## src/design/sivf_pkg.sv

```systemverilog
`timescale 1ns / 1ps
`default_nettype none

package sivf_pkg;

    // field widths
    localparam int SAMPLE_W   = 16;
    localparam int IGN_W      = 18;
    localparam int BAT_W      = 20;
    localparam int SUM_W      = 24;
    localparam int ALPHA_W    = 9;
    localparam int DIVR_W     = 4;
    localparam int N_IGN      = 4;
    localparam int IGN_IDX_W  = 2;
    localparam int IN_DATA_W  = 80;
    localparam int OUT_DATA_W = 96;

    localparam int DEFAULT_WINDOW_DEPTH = 10;

    // running-average divider: quotient bits retired per cycle
    localparam int DIV_BITS  = 4;
    localparam int DIV_CYC   = SUM_W / DIV_BITS;
    localparam int DIV_CNT_W = $clog2(DIV_CYC);

    // configuration port
    localparam int CFG_IDX_W  = 3;
    localparam int CFG_DATA_W = 16;

    localparam logic [CFG_IDX_W-1:0] REG_IGNITER_ALPHA    = 3'd0;
    localparam logic [CFG_IDX_W-1:0] REG_BATTERY_ALPHA    = 3'd1;
    localparam logic [CFG_IDX_W-1:0] REG_IGNITER_GAIN     = 3'd2;
    localparam logic [CFG_IDX_W-1:0] REG_IGNITER_OFFSET   = 3'd3;
    localparam logic [CFG_IDX_W-1:0] REG_BATTERY_DIVIDER  = 3'd4;
    localparam logic [CFG_IDX_W-1:0] REG_BATTERY_OFFSET   = 3'd5;
    localparam logic [CFG_IDX_W-1:0] REG_STABLE_THRESHOLD = 3'd6;
    localparam logic [CFG_IDX_W-1:0] REG_FLOOR_LEVEL      = 3'd7;

    localparam logic [ALPHA_W-1:0]  RST_IGNITER_ALPHA    = 9'd77;
    localparam logic [ALPHA_W-1:0]  RST_BATTERY_ALPHA    = 9'd51;
    localparam logic [SAMPLE_W-1:0] RST_IGNITER_GAIN     = 16'd33915;
    localparam logic [SAMPLE_W-1:0] RST_IGNITER_OFFSET   = 16'd360;
    localparam logic [DIVR_W-1:0]   RST_BATTERY_DIVIDER  = 4'd11;
    localparam logic [SAMPLE_W-1:0] RST_BATTERY_OFFSET   = 16'd1000;
    localparam logic [SAMPLE_W-1:0] RST_STABLE_THRESHOLD = 16'd1000;
    localparam logic [SAMPLE_W-1:0] RST_FLOOR_LEVEL      = 16'd1000;

    typedef enum logic [2:0] {
        S_IDLE,
        S_IGN,
        S_SUM,
        S_DIV,
        S_BSM,
        S_BFIN,
        S_OUT
    } state_t;

    // weights above 256 act as 256
    function automatic logic [ALPHA_W-1:0] clamp_alpha(input logic [ALPHA_W-1:0] a);
        return a[ALPHA_W-1] ? {1'b1, {(ALPHA_W-1){1'b0}}} : a;
    endfunction

endpackage

`default_nettype wire

```

## src/design/sivf_ram.sv

```systemverilog
`timescale 1ns / 1ps
`default_nettype none

module sivf_ram #(
    parameter int WIDTH = 16,
    parameter int DEPTH = 16
) (
    input  wire logic                                  clk,
    input  wire logic                                  we,
    input  wire logic [(DEPTH > 1 ? $clog2(DEPTH) : 1)-1:0] waddr,
    input  wire logic [WIDTH-1:0]                      wdata,
    input  wire logic                                  re,
    input  wire logic [(DEPTH > 1 ? $clog2(DEPTH) : 1)-1:0] raddr,
    output logic      [WIDTH-1:0]                      rdata
);

    logic [WIDTH-1:0] mem_reg [DEPTH];
    logic [WIDTH-1:0] rdata_reg;

    always_ff @(posedge clk)
    begin
        if (we)
        begin
            mem_reg[waddr] <= wdata;
        end
        if (re)
        begin
            rdata_reg <= mem_reg[raddr];
        end
    end

    assign rdata = rdata_reg;

endmodule

`default_nettype wire

```

## src/design/supply_and_igniter_voltage_filter.sv

```systemverilog
`timescale 1ns / 1ps
`default_nettype none

// supply and igniter voltage filter
// input stream (s_*): one transaction per converter tick, four igniter-sense
//   samples and one raw battery sample, 16 bits each in 0.1 mV units
// output stream (m_*): one transaction per input, four smoothed igniter levels
//   (18 bit signed), the smoothed and floored battery level and a stable flag
// configuration: cfg_write with cfg_index/cfg_data writes one register in a
//   cycle; write only while no transaction is in flight
// sequence: the accepted item passes igniter issue, window update, divide,
//   battery smoothing and the result load; only then is the next input taken
// throughput: one item at a time; the running-average divider (4
//   quotient bits per cycle over a 24-bit sum) and the serial pass over the
//   four igniter channels through the shared scaling multiplier set the spacing
// the igniter smoother state lives in a 4-entry ram (entries read as zero
//   until first written), the battery window in a WINDOW_DEPTH-entry ram
// reset: all smoothers, the window sum, fill count and slot pointer clear;
//   configuration returns to its defaults; no clearing pass is needed
// stall: a finished result sits in the output register; the next item is
//   taken and processed, and its result waits until the register frees

module supply_and_igniter_voltage_filter #(
    parameter int WINDOW_DEPTH = sivf_pkg::DEFAULT_WINDOW_DEPTH
) (
    input  wire logic                               clk,
    input  wire logic                               rst_n,
    // configuration
    input  wire logic                               cfg_write,
    input  wire logic [sivf_pkg::CFG_IDX_W-1:0]     cfg_index,
    input  wire logic [sivf_pkg::CFG_DATA_W-1:0]    cfg_data,
    // input stream
    input  wire logic                               s_tvalid,
    output logic                                    s_tready,
    // igniter_one_sample, igniter_two_sample, igniter_three_sample,
    // igniter_four_sample, battery_sample
    input  wire logic [sivf_pkg::IN_DATA_W-1:0]     s_tdata,
    // output stream
    output logic                                    m_tvalid,
    input  wire logic                               m_tready,
    // igniter_one_level, igniter_two_level, igniter_three_level,
    // igniter_four_level, battery_level, battery_stable, zero pad
    output logic [sivf_pkg::OUT_DATA_W-1:0]         m_tdata
);

    import sivf_pkg::*;

    localparam int SLOT_W = (WINDOW_DEPTH > 1) ? $clog2(WINDOW_DEPTH) : 1;
    localparam int FILL_W = $clog2(WINDOW_DEPTH + 1);
    localparam int PROD_W = SAMPLE_W + 1 + SAMPLE_W + 1;   // 17 x 17 signed
    localparam int IMUL_W = ALPHA_W + 1 + IGN_W + 1;       // 10 x 19 signed
    localparam int BMUL_W = ALPHA_W + 1 + BAT_W + 1;       // 10 x 21 signed

    localparam logic [FILL_W-1:0] FILL_FULL = FILL_W'(WINDOW_DEPTH);
    localparam logic [SLOT_W-1:0] SLOT_LAST = SLOT_W'(WINDOW_DEPTH - 1);

    // ------------------------------------------------------------------
    // configuration registers
    // ------------------------------------------------------------------
    logic [ALPHA_W-1:0]  igniter_alpha_reg;
    logic [ALPHA_W-1:0]  battery_alpha_reg;
    logic [SAMPLE_W-1:0] igniter_gain_reg;
    logic [SAMPLE_W-1:0] igniter_offset_reg;
    logic [DIVR_W-1:0]   battery_divider_reg;
    logic [SAMPLE_W-1:0] battery_offset_reg;
    logic [SAMPLE_W-1:0] stable_threshold_reg;
    logic [SAMPLE_W-1:0] floor_level_reg;

    always_ff @(posedge clk or negedge rst_n)
    begin
        if (!rst_n)
        begin
            igniter_alpha_reg    <= RST_IGNITER_ALPHA;
            battery_alpha_reg    <= RST_BATTERY_ALPHA;
            igniter_gain_reg     <= RST_IGNITER_GAIN;
            igniter_offset_reg   <= RST_IGNITER_OFFSET;
            battery_divider_reg  <= RST_BATTERY_DIVIDER;
            battery_offset_reg   <= RST_BATTERY_OFFSET;
            stable_threshold_reg <= RST_STABLE_THRESHOLD;
            floor_level_reg      <= RST_FLOOR_LEVEL;
        end
        else if (cfg_write)
        begin
            unique case (cfg_index)
                REG_IGNITER_ALPHA:    igniter_alpha_reg    <= cfg_data[ALPHA_W-1:0];
                REG_BATTERY_ALPHA:    battery_alpha_reg    <= cfg_data[ALPHA_W-1:0];
                REG_IGNITER_GAIN:     igniter_gain_reg     <= cfg_data;
                REG_IGNITER_OFFSET:   igniter_offset_reg   <= cfg_data;
                REG_BATTERY_DIVIDER:  battery_divider_reg  <= cfg_data[DIVR_W-1:0];
                REG_BATTERY_OFFSET:   battery_offset_reg   <= cfg_data;
                REG_STABLE_THRESHOLD: stable_threshold_reg <= cfg_data;
                REG_FLOOR_LEVEL:      floor_level_reg      <= cfg_data;
            endcase
        end
    end

    // effective smoothing weights, 0..256, as non-negative signed operands
    logic signed [ALPHA_W:0] ign_alpha;
    logic signed [ALPHA_W:0] bat_alpha;

    assign ign_alpha = $signed({1'b0, clamp_alpha(igniter_alpha_reg)});
    assign bat_alpha = $signed({1'b0, clamp_alpha(battery_alpha_reg)});

    // ------------------------------------------------------------------
    // sequencer
    // ------------------------------------------------------------------
    state_t state_reg;
    state_t state_next;

    logic [IGN_IDX_W-1:0] issue_cnt_reg;
    logic [DIV_CNT_W-1:0] div_cnt_reg;
    logic                 m_tvalid_reg;

    logic in_accept;
    logic ign_issue;
    logic sum_update;
    logic div_run;
    logic bat_mul;
    logic bat_finish;
    logic out_load;

    assign in_accept = s_tvalid && s_tready;

    always_comb
    begin
        state_next = state_reg;
        unique case (state_reg)
            S_IDLE:
            begin
                if (s_tvalid)
                begin
                    state_next = S_IGN;
                end
            end
            S_IGN:
            begin
                if (issue_cnt_reg == IGN_IDX_W'(N_IGN - 1))
                begin
                    state_next = S_SUM;
                end
            end
            S_SUM:
            begin
                state_next = S_DIV;
            end
            S_DIV:
            begin
                if (div_cnt_reg == DIV_CNT_W'(DIV_CYC - 1))
                begin
                    state_next = S_BSM;
                end
            end
            S_BSM:
            begin
                state_next = S_BFIN;
            end
            S_BFIN:
            begin
                state_next = S_OUT;
            end
            S_OUT:
            begin
                if (!m_tvalid_reg || m_tready)
                begin
                    state_next = S_IDLE;
                end
            end
        endcase
    end

    always_comb
    begin
        s_tready   = 1'b0;
        ign_issue  = 1'b0;
        sum_update = 1'b0;
        div_run    = 1'b0;
        bat_mul    = 1'b0;
        bat_finish = 1'b0;
        out_load   = 1'b0;
        unique case (state_reg)
            S_IDLE: s_tready   = 1'b1;
            S_IGN:  ign_issue  = 1'b1;
            S_SUM:  sum_update = 1'b1;
            S_DIV:  div_run    = 1'b1;
            S_BSM:  bat_mul    = 1'b1;
            S_BFIN: bat_finish = 1'b1;
            S_OUT:  out_load   = !m_tvalid_reg || m_tready;
        endcase
    end

    always_ff @(posedge clk or negedge rst_n)
    begin
        if (!rst_n)
        begin
            state_reg     <= S_IDLE;
            issue_cnt_reg <= '0;
            div_cnt_reg   <= '0;
        end
        else
        begin
            state_reg <= state_next;
            if (ign_issue)
            begin
                issue_cnt_reg <= issue_cnt_reg + 1'b1;
            end
            if (div_run)
            begin
                div_cnt_reg <= (div_cnt_reg == DIV_CNT_W'(DIV_CYC - 1)) ? '0
                                                                       : div_cnt_reg + 1'b1;
            end
        end
    end

    // ------------------------------------------------------------------
    // input capture
    // ------------------------------------------------------------------
    logic [SAMPLE_W-1:0] ign_sample_reg [N_IGN];
    logic [SAMPLE_W-1:0] bat_sample_reg;

    always_ff @(posedge clk)
    begin
        if (in_accept)
        begin
            for (int i = 0; i < N_IGN; i++)
            begin
                ign_sample_reg[i] <= s_tdata[i*SAMPLE_W +: SAMPLE_W];
            end
            bat_sample_reg <= s_tdata[N_IGN*SAMPLE_W +: SAMPLE_W];
        end
    end

    // ------------------------------------------------------------------
    // igniter path: three-stage pipe, one channel issued per cycle
    //   issue: offset removal and gain multiply, smoother state read
    //   stage 1: floor by 2^15, weighted difference multiply
    //   stage 2: smoother update, state write-back
    // read and write-back of one channel never touch the same entry
    // in the same cycle, so no forwarding is needed
    // ------------------------------------------------------------------
    logic                        s1_valid_reg;
    logic [IGN_IDX_W-1:0]        s1_ch_reg;
    logic signed [PROD_W-1:0]    s1_prod_reg;
    logic                        s2_valid_reg;
    logic [IGN_IDX_W-1:0]        s2_ch_reg;
    logic signed [IGN_W-1:0]     s2_prev_reg;
    logic signed [IGN_W-1:0]     s2_scaled_reg;
    logic signed [IMUL_W-1:0]    s2_mul_reg;
    logic [N_IGN-1:0]            ign_written_reg;
    logic signed [IGN_W-1:0]     ign_level_reg [N_IGN];

    logic signed [SAMPLE_W:0]    ign_delta;
    logic signed [PROD_W-1:0]    ign_prod;
    logic [IGN_W-1:0]            ign_rdata;
    logic signed [IGN_W-1:0]     s1_prev;
    logic signed [IGN_W-1:0]     s1_scaled;
    logic signed [IGN_W:0]       s1_diff;
    logic signed [IGN_W:0]       s2_sum;
    logic signed [IGN_W-1:0]     ign_new;

    assign ign_delta = $signed({1'b0, ign_sample_reg[issue_cnt_reg]})
                     - $signed({1'b0, igniter_offset_reg});
    assign ign_prod  = ign_delta * $signed({1'b0, igniter_gain_reg});

    // arithmetic shift by 15 is the floor; the result always fits 18 bits
    assign s1_prev   = ign_written_reg[s1_ch_reg] ? $signed(ign_rdata) : '0;
    assign s1_scaled = s1_prod_reg[15 +: IGN_W];
    assign s1_diff   = $signed({s1_scaled[IGN_W-1], s1_scaled})
                     - $signed({s1_prev[IGN_W-1], s1_prev});

    // prev + floor(a * (new - prev) / 256)
    assign s2_sum  = $signed({s2_prev_reg[IGN_W-1], s2_prev_reg})
                   + $signed(s2_mul_reg[8 +: IGN_W + 1]);
    assign ign_new = (s2_prev_reg == '0) ? s2_scaled_reg : s2_sum[IGN_W-1:0];

    sivf_ram #(
        .WIDTH (IGN_W),
        .DEPTH (N_IGN)
    ) u_ign_ram (
        .clk   (clk),
        .we    (s2_valid_reg),
        .waddr (s2_ch_reg),
        .wdata (ign_new),
        .re    (ign_issue),
        .raddr (issue_cnt_reg),
        .rdata (ign_rdata)
    );

    always_ff @(posedge clk or negedge rst_n)
    begin
        if (!rst_n)
        begin
            s1_valid_reg    <= 1'b0;
            s2_valid_reg    <= 1'b0;
            ign_written_reg <= '0;
        end
        else
        begin
            s1_valid_reg <= ign_issue;
            s2_valid_reg <= s1_valid_reg;
            if (s2_valid_reg)
            begin
                ign_written_reg[s2_ch_reg] <= 1'b1;
            end
        end
    end

    always_ff @(posedge clk)
    begin
        s1_ch_reg     <= issue_cnt_reg;
        s1_prod_reg   <= ign_prod;
        s2_ch_reg     <= s1_ch_reg;
        s2_prev_reg   <= s1_prev;
        s2_scaled_reg <= s1_scaled;
        s2_mul_reg    <= ign_alpha * s1_diff;
        if (s2_valid_reg)
        begin
            ign_level_reg[s2_ch_reg] <= ign_new;
        end
    end

    // ------------------------------------------------------------------
    // battery path: window ram, running sum, divide by fill count
    // ------------------------------------------------------------------
    logic [SLOT_W-1:0] write_slot_reg;
    logic [FILL_W-1:0] fill_reg;
    logic [FILL_W-1:0] fill_next;
    logic [SUM_W-1:0]  sum_reg;
    logic [SUM_W-1:0]  sum_next;
    logic [BAT_W-1:0]  reading_reg;
    logic [BAT_W-1:0]  win_rdata;

    assign fill_next = (fill_reg < FILL_FULL) ? fill_reg + 1'b1 : fill_reg;
    assign sum_next  = (fill_reg < FILL_FULL)
                     ? sum_reg + SUM_W'(reading_reg)
                     : sum_reg + SUM_W'(reading_reg) - SUM_W'(win_rdata);

    // the entry about to be overwritten is read at acceptance and held
    sivf_ram #(
        .WIDTH (BAT_W),
        .DEPTH (WINDOW_DEPTH)
    ) u_win_ram (
        .clk   (clk),
        .we    (sum_update),
        .waddr (write_slot_reg),
        .wdata (reading_reg),
        .re    (in_accept),
        .raddr (write_slot_reg),
        .rdata (win_rdata)
    );

    always_ff @(posedge clk or negedge rst_n)
    begin
        if (!rst_n)
        begin
            write_slot_reg <= '0;
            fill_reg       <= '0;
            sum_reg        <= '0;
        end
        else if (sum_update)
        begin
            write_slot_reg <= (write_slot_reg == SLOT_LAST) ? '0 : write_slot_reg + 1'b1;
            fill_reg       <= fill_next;
            sum_reg        <= sum_next;
        end
    end

    always_ff @(posedge clk)
    begin
        if (ign_issue)
        begin
            reading_reg <= BAT_W'(BAT_W'(bat_sample_reg) * BAT_W'(battery_divider_reg))
                         + BAT_W'(battery_offset_reg);
        end
    end

    // restoring divider, DIV_BITS quotient bits per cycle; fill is never zero here
    logic [SUM_W-1:0]  quo_reg;
    logic [SUM_W-1:0]  quo_next;
    logic [FILL_W-1:0] rem_reg;
    logic [FILL_W-1:0] rem_next;

    always_comb
    begin
        logic [FILL_W:0] shifted;
        quo_next = quo_reg;
        rem_next = rem_reg;
        for (int i = 0; i < DIV_BITS; i++)
        begin
            shifted  = {rem_next, quo_next[SUM_W-1]};
            quo_next = {quo_next[SUM_W-2:0], 1'b0};
            if (shifted >= {1'b0, fill_reg})
            begin
                shifted     = shifted - {1'b0, fill_reg};
                quo_next[0] = 1'b1;
            end
            rem_next = shifted[FILL_W-1:0];
        end
    end

    always_ff @(posedge clk)
    begin
        if (sum_update)
        begin
            quo_reg <= sum_next;
            rem_reg <= '0;
        end
        else if (div_run)
        begin
            quo_reg <= quo_next;
            rem_reg <= rem_next;
        end
    end

    // ------------------------------------------------------------------
    // battery smoothing, floor level and stability
    // ------------------------------------------------------------------
    logic [BAT_W-1:0]         bat_smoothed_reg;
    logic [BAT_W-1:0]         avg_reg;
    logic signed [BMUL_W-1:0] bat_mul_reg;
    logic [BAT_W-1:0]         level_reg;
    logic                     stable_reg;

    logic [BAT_W-1:0]         avg;
    logic signed [BAT_W:0]    bat_diff;
    logic signed [BAT_W:0]    bat_sum;
    logic [BAT_W-1:0]         bat_new;
    logic signed [BAT_W:0]    bat_delta;
    logic [BAT_W:0]           bat_mag;
    logic                     bat_stable;
    logic [BAT_W-1:0]         bat_level;

    // an average above 20 bits saturates
    assign avg      = (quo_reg[SUM_W-1:BAT_W] != '0) ? '1 : quo_reg[BAT_W-1:0];
    assign bat_diff = $signed({1'b0, avg}) - $signed({1'b0, bat_smoothed_reg});

    assign bat_sum   = $signed({1'b0, bat_smoothed_reg}) + bat_mul_reg[8 +: BAT_W + 1];
    assign bat_new   = (bat_smoothed_reg == '0) ? avg_reg : bat_sum[BAT_W-1:0];
    assign bat_delta = $signed({1'b0, bat_new}) - $signed({1'b0, bat_smoothed_reg});
    assign bat_mag   = bat_delta[BAT_W] ? (BAT_W + 1)'(0) - bat_delta : bat_delta;
    assign bat_stable = bat_mag < (BAT_W + 1)'(stable_threshold_reg);
    assign bat_level  = (bat_new < BAT_W'(floor_level_reg)) ? '0 : bat_new;

    always_ff @(posedge clk or negedge rst_n)
    begin
        if (!rst_n)
        begin
            bat_smoothed_reg <= '0;
        end
        else if (bat_finish)
        begin
            bat_smoothed_reg <= bat_level;
        end
    end

    always_ff @(posedge clk)
    begin
        if (bat_mul)
        begin
            avg_reg     <= avg;
            bat_mul_reg <= bat_alpha * bat_diff;
        end
        if (bat_finish)
        begin
            level_reg  <= bat_level;
            stable_reg <= bat_stable;
        end
    end

    // ------------------------------------------------------------------
    // output register
    // ------------------------------------------------------------------
    logic [OUT_DATA_W-1:0] m_tdata_reg;
    logic [OUT_DATA_W-1:0] m_tdata_next;

    always_comb
    begin
        m_tdata_next = '0;
        for (int i = 0; i < N_IGN; i++)
        begin
            m_tdata_next[i*IGN_W +: IGN_W] = ign_level_reg[i];
        end
        m_tdata_next[N_IGN*IGN_W +: BAT_W] = level_reg;
        m_tdata_next[N_IGN*IGN_W + BAT_W]  = stable_reg;
    end

    always_ff @(posedge clk or negedge rst_n)
    begin
        if (!rst_n)
        begin
            m_tvalid_reg <= 1'b0;
        end
        else if (out_load)
        begin
            m_tvalid_reg <= 1'b1;
        end
        else if (m_tready)
        begin
            m_tvalid_reg <= 1'b0;
        end
    end

    always_ff @(posedge clk)
    begin
        if (out_load)
        begin
            m_tdata_reg <= m_tdata_next;
        end
    end

    assign m_tvalid = m_tvalid_reg;
    assign m_tdata  = m_tdata_reg;

    // ------------------------------------------------------------------
    // assertions
    // ------------------------------------------------------------------

    // one item at a time: no acceptance right after an acceptance
    a_one_in_flight: assert property (@(posedge clk) disable iff (!rst_n)
        in_accept |=> !s_tready)
        else $error("input accepted while an item is in flight");

    // the igniter pipe has drained before its levels are packed
    a_ign_drained: assert property (@(posedge clk) disable iff (!rst_n)
        out_load |-> (!s1_valid_reg && !s2_valid_reg))
        else $error("igniter pipe busy at result load");

    // divisor is a filled count, never zero while dividing
    a_div_nonzero: assert property (@(posedge clk) disable iff (!rst_n)
        div_run |-> (fill_reg != '0) && (fill_reg <= FILL_FULL))
        else $error("running average divisor out of range");

    // the window pointer stays inside the ram
    a_slot_range: assert property (@(posedge clk) disable iff (!rst_n)
        sum_update |=> (write_slot_reg <= SLOT_LAST))
        else $error("window slot out of range");

endmodule

`default_nettype wire

```

## config.mk

```make
export PLATFORM = sky130hd
export DESIGN_NAME = supply_and_igniter_voltage_filter
export DESIGN_NICKNAME = d
export VERILOG_FILES = /design/src/design/sivf_pkg.sv /design/src/design/sivf_ram.sv /design/src/design/supply_and_igniter_voltage_filter.sv
export SDC_FILE = /design/constraint.sdc
export NUM_CORES = 2
export LEC_CHECK = 0
export ABC_AREA = 1
export BUFFER_PORTS_ARGS = -buffer_cell sky130_fd_sc_hd__buf_2
export CORE_ASPECT_RATIO = 0.75
export CORE_MARGIN = 2
export CORE_UTILIZATION = 60
export DETAILED_ROUTE_END_ITERATION = 16
export GPL_TIMING_DRIVEN = 1
export PLACE_DENSITY_LB_ADDON = 0.12
export SETUP_SLACK_MARGIN = 0.02
export SYNTH_ARGS = -nofsm -noshare
export SYNTH_HDL_FRONTEND = slang
export SYNTH_SLANG_ARGS = --single-unit
```

## constraint.sdc

```tcl
create_clock -name clk -period 13.7 [get_ports clk]
set_clock_uncertainty 0.2 [all_clocks]
set_input_delay 2.74 -clock clk [delete_from_list [all_inputs] [get_ports clk]]
set_output_delay 2.74 -clock clk [all_outputs]
set_load 0.01 [all_outputs]
```

* Word level (Yosys, flattened, before mapping)
Memories as Yosys holds them, arrays and structs flattened. A register that Yosys moved wholly into a read port is not among the register bits. Cells that the tools add are included.
Cells by class: reductions and logical operators 21, bitwise gates (word level) 1, div/mod/pow operators 0, magnitude comparators 10, equal/unequal tests 20, add/sub/neg operators 18, shifts and indexed selects 0, multipliers 4, muxes and demuxes 45
Operators with widths (number):
- 24-bit 2-to-1 mux | 3
- 20-bit 2-to-1 mux | 3
- 20-bit by 20-bit subtractor with 21-bit output | 2
- 18-bit 2-to-1 mux | 2
- 17-bit by 17-bit multiplier with 33-bit output | 1
- 10-bit by 21-bit multiplier with 28-bit output | 1
- 10-bit by 19-bit multiplier with 26-bit output | 1
- 24-bit by 20-bit adder with 24-bit output | 1
- 3-bit equality test (second input constant) | 8
- 24-bit by 20-bit subtractor with 24-bit output | 1
- 21-bit by 16-bit < comparator with 1-bit output | 1
- 1-bit 2-to-1 mux | 21
- 21-bit 2-to-1 mux | 1
- 3-bit one-hot mux with 7 select lines | 1
- 1-bit by 21-bit subtractor with 21-bit output (first input constant) | 1
- 20-bit by 16-bit adder with 20-bit output | 1
- 20-bit adder | 1
- 5-bit by 4-bit greater-or-equal comparator with 1-bit output | 4
- 20-bit zero test | 1
- 20-bit by 16-bit < comparator with 1-bit output | 1
- 16-bit by 4-bit multiplier with 20-bit output | 1
- 4-bit 2-to-1 mux | 5
- 18-bit by 18-bit subtractor with 19-bit output | 1
- 18-bit adder | 1
- other kinds (27) | 55
Word-level totals: bits in latches 0, word-level logic and storage cells 157, memory bits (read-only) 0, memories 4, input port bits 104, output and inout bits 98, RAM bits 408, bits in registers 494
Memory list:
- u_win_ram.mem_reg | depth 10, width 20, read ports 1, clocked after Yosys merged registers in 1, write ports 1, line sivf_ram.sv:17 | logic [WIDTH-1:0] mem_reg [DEPTH];
- ign_level_reg | depth 4, width 18, read ports 4, clocked after Yosys merged registers in 4, write ports 1, line supply_and_igniter_voltage_filter.sv:249 | logic signed [IGN_W-1:0] ign_level_reg [N_IGN];
- u_ign_ram.mem_reg | depth 4, width 18, read ports 1, clocked after Yosys merged registers in 1, write ports 1, line sivf_ram.sv:17
- ign_sample_reg | depth 4, width 16, read ports 1, clocked after Yosys merged registers in 0, write ports 4, line supply_and_igniter_voltage_filter.sv:217 | logic [SAMPLE_W-1:0] ign_sample_reg [N_IGN];

* Longest topological paths before layout
depth in word-level cells 10, depth in mapped cells 39, mapped depth without buffers 39

* Modules after synthesis
Synthesis repeated with hierarchy kept, for this count alone.
Unflattened totals: cells, all modules 7307, area, all modules 66956.7 um^2
By module, submodules not included:
- supply_and_igniter_voltage_filter | sequential area each 16392.0 um^2, cells each 6196, instances 1, area an instance 54245.8 um^2
- sivf_ram (u_win_ram) | sequential area each 6606.3 um^2, cells each 804, instances 1, area an instance 9085.0 um^2
- sivf_ram (u_ign_ram) | sequential area each 2702.6 um^2, cells each 307, instances 1, area an instance 3626.0 um^2

* Worst setup path after synthesis
No wires, ideal clock.
kind reg-to-reg, start point register issue_cnt_reg[0], end point register s1_prod_reg[30], path buffers 5, stages on the path, launching flop included 40, setup slack 5.604 ns, setup time 0.072 ns, arrival 7.825 ns, data required time 13.428 ns, period minus slack after synthesis 8.096 ns, path through dfrtp_1 clkbuf_1 inv_1 clkbuf_1 clkbuf_1 nor2_1 o22ai_1 ha_1 a21oi_1 nor2_1 a211oi_1 o2111ai_1 nand3_1 nand2_1 nand2_1 nand2_1 a21oi_2 buf_2 [4 not listed] clkbuf_1 xnor2_1 o21ai_0 fa_1 fa_1 inv_1 fa_1 inv_1 ha_1 nand2_1 nor2_1 inv_1 nor2_1 nand3_1 o21ai_0 nand3_1 nand2_1 xor2_1
On the way: longest elaborated chain between the ends 3
Ends and longest elaborated chain:
- start, declared | line supply_and_igniter_voltage_filter.sv:110 | logic [IGN_IDX_W-1:0] issue_cnt_reg;
- start signal, assigned | line supply_and_igniter_voltage_filter.sv:204 | issue_cnt_reg <= issue_cnt_reg + 1'b1;
- memory 4 x 16 bit
- 16-bit by 16-bit subtractor with 17-bit output | line supply_and_igniter_voltage_filter.sv:261 | - $signed({1'b0, igniter_offset_reg});
- 17-bit by 17-bit multiplier with 33-bit output | line supply_and_igniter_voltage_filter.sv:262 | assign ign_prod = ign_delta * $signed({1'b0, igniter_gain_reg});
- via ign_prod[30] | line supply_and_igniter_voltage_filter.sv:252 | logic signed [PROD_W-1:0] ign_prod;
- end signal, assigned | line supply_and_igniter_voltage_filter.sv:310 | s1_prod_reg <= ign_prod;
- end, declared | line supply_and_igniter_voltage_filter.sv:242 | logic signed [PROD_W-1:0] s1_prod_reg;
The timed path passes the listed nets, and every way through them passes these cells. A chain may end at the register's enable or synchronous reset.

* Final worst setup path
Ends and elaborated chain as after synthesis.

==> impl_metrics.yaml <==
critical_path:
  reg2reg_slack_ns: 4.23
  cp.required_ns: 14.09
  timing.rr.end: "s1_prod_reg[30]"
  crit_slowest_cell: "fa_1"
  worstPathArrival_ns: 9.86
  r2r-start: "issue_cnt_reg[0]"
  worst-r2r-cell-count: 35
  worstPathMaxFanout: 50
  path_class: "reg -> reg"
  start_kind: "register"
  crit_path_end_kind: "register"
  slowest_delay_ns: 1.00
  path_common_cell: "nand2_1"
timing:
  hold_viol_final: 0
  maxClockFrequency_mhz: 105.6
  rsz0062_at_grt: "false"
  fin_crit_ns: 9.472
  finalSetupTns_ns: 0
  tightestPinTransition_ns: 1.220
  period_share_pct: 69.14
  finalSetupViolations: 0
  slew_violations: 0
  slew_headroom_pct: 17.97
grt:
  antenna_found_initial: 2
  grt_max_degree: 79
  overflow: 0
  track_usage_pct: 31.95
  grt_pass1_vias: 46640
  grt_pass1_wl_microns: 264200
placement:
  place_hpwl_microns: 131100
  dp_cells: 8242
  routabilityCongestion: 0.9771
  port_buffers: 198
final_layout:
  final_nets: 8047
  synthToLayoutAreaGrowth_pct: 8.610
  final_cells: 8399
  largest_reg_flops: 200
  drive_gt1_share_pct: 8.136
synthesis:
  synth-compound-area-share_pct: 8.056
  synth.most_common_cell: "nand2_1"
  synthXorXnorAreaFrac_pct: 3.193
  netlist_instances: 6753
  synthSimpleGateAreaFrac_pct: 15.70
  synth_area_sq_um: 63010
  synth_commonest_cells: "nand2_1 (1,277), inv_1 (1,190), nor2_1 (633)"
  synth_area_leaders: "edfxtp_1 (28%), fa_1 (19%), ha_1 (8.4%)"
  synth.distinct_cells: 79
  yosysSeqAreaShare_pct: 37.36
  synth_edf_count: 588
  ys_warn_count: 0
  synth_seq_cells: 837
  synth_top_area_cell: "edfxtp_1"
  ys.flop_type: "edfxtp_1"
  synth_top_cell_area_share_pct: 28.02
  synth_fa_ha_area_share_pct: 27.34
  avgSynthCellArea_sq_um: 9.331
  synth-async-reset-ratio_pct: 20.19
  synth_top_family_by_area: "adder cells"
  synthMuxAreaShare_pct: 0.01787
detailed_routing:
  wl_met2_microns: 72710
  wl_met1_microns: 74860
  post_drt_via_cell_ratio: 5.669
  firstDrtPassIters: 5
  drt_iter0_drc: 4392
  highest_layer: "met4"
  wl_per_cell_microns: 20.09
  wl_met3_microns: 16110
  ant_nets: 0
  drc_errors: 0
  dr_total_vias: 47620
  drt_wl_total_microns: 168700
clocking:
  postCtsSetupBuffers: 0
  cts_tree: "built"
  htreeDepth: 3
  cts_sinks: 837
  cts-resized-gates: 0
  clk_transition_reported_paths_ns: 0.07
  clk_latency_ns: 0.71
  root_buffer: "clkbuf_16"
  cts-hold-fix-buffers: 0
  cts_buffers: 83
  clockBufferDepth: 3
floorplanning:
  row_count: 102
  ios: 202
  fp.dieArea_sq_um: 107700
  core-area_sq_um: 103600
  die_h_microns: 284.7
  start_util_pct: 60.81
  dieWidth_microns: 378.2
run:
  drv_cap: 0
outcome:
  outcome: "finished clean"
worst_hold_path:
  hold_depth: 0
  min_from: "s1_valid_reg"
  holdCritPathClass: "reg -> reg"
  holdPathEnd: "s2_valid_reg"
-- metrics by stage --
step                utilization, %  worst slack, ns  area, sq um  hold WS, ns
floorplan                        -            5.604        63020       0.1308
global placement             63.29            4.555        65590       0.1363
detailed placement           63.29            4.398        65590       0.1355
CTS                          66.04            4.357        68440       0.1510
global route                 66.04            3.592        68440       0.1670
finish                       66.04            4.228        68440       0.1496
-- worst max path at each step --
stage | start | endpoint | slack (ns) | cells past startpoint
6_report | issue_cnt_reg[0] | s1_prod_reg[30] | 4.23 | 35
5_1_grt | issue_cnt_reg[0] | s1_prod_reg[30] | 3.59 | 34
4_1_cts | issue_cnt_reg[0] | s1_prod_reg[30] | 4.36 | 35
3_5_place_dp | issue_cnt_reg[0] | s1_prod_reg[30] | 4.40 | 35
3_3_place_gp | issue_cnt_reg[0] | s1_prod_reg[30] | 4.56 | 33
2_1_floorplan | issue_cnt_reg[0] | s1_prod_reg[30] | 5.60 | 39
-- metal layers --
layer / up-vias / track usage, %
li1: 22020 / -
met1: 23240 / 47.79
met2: 2066 / 47.52
met3: 289 / 6.063
met4: 0 / 9.382
met5: - / 0
-- final cells by class --
cell class | instances | area, sq um
Fill cell | 8472 | 35190
Sequential cell | 837 | 23540
Inverter | 1218 | 4574
Timing Repair Buffer | 249 | 1383
Clock inverter | 47 | 536.8
Antenna cell | 1 | 2.502
Clock buffer | 109 | 2308
Tap cell | 1404 | 1757
Multi-Input combinational cell | 4534 | 34330
-- cells by family (layout without fill, tap and decap cells) --
kind of cell             count (synthesis)  in the layout
AND/OR/NAND/NOR                       2399           2399
buffers and inverters                 1384           1623
adder cells (fa/ha/maj)               1020           1020
AO/OA/AOI/OAI                          889            889
flip-flops                             837            837
XOR/XNOR                               222            222
other                                    1              4
multiplexers                             1              1
-- worst max-delay path, delay by kind of cell (launching register included) --
kind / cells / cell delay [ns]
and+or+nand+nor: 15 / 1.79
adders and majority gates: 9 / 4.64
xor gates and xnor gates: 1 / 0.13
AOI/OAI and AO/OA: 4 / 1.18
buffers and inverters: 6 / 0.98
DFF: 1 / 0.41
-- cell usage in the layout (no fill, tap or decap), types with 34 or more instances in the layout --
| cell type | synthesis | layout |
|---|---|---|
| o211ai_1 | 34 | 34 |
| dfstp_2 | 41 | 41 |
| nor2_1 | 633 | 612 |
| inv_1 | 1190 | 1189 |
| nand3_1 | 286 | 286 |
| fa_1 | 595 | 595 |
| o22ai_1 | 35 | 35 |
| buf_2 | 5 | 197 |
| dfxtp_1 | 80 | 80 |
| dfrtp_1 | 128 | 125 |
| a22oi_1 | 40 | 40 |
| nand2_1 | 1277 | 1277 |
| or2_2 | 53 | 53 |
| o21ai_0 | 350 | 350 |
| xnor2_1 | 92 | 92 |
| xor2_1 | 124 | 124 |
| nand4_1 | 50 | 50 |
| edfxtp_1 | 588 | 588 |
| nor3_1 | 35 | 34 |
| ha_1 | 425 | 425 |
| clkbuf_16 | 0 | 86 |
| buf_4 | 4 | 51 |
| a21oi_1 | 280 | 280 |
Power is left out: the tool's default activity adds up to more than one toggle a clock period on the data nets, which glitch-free logic cannot reach.
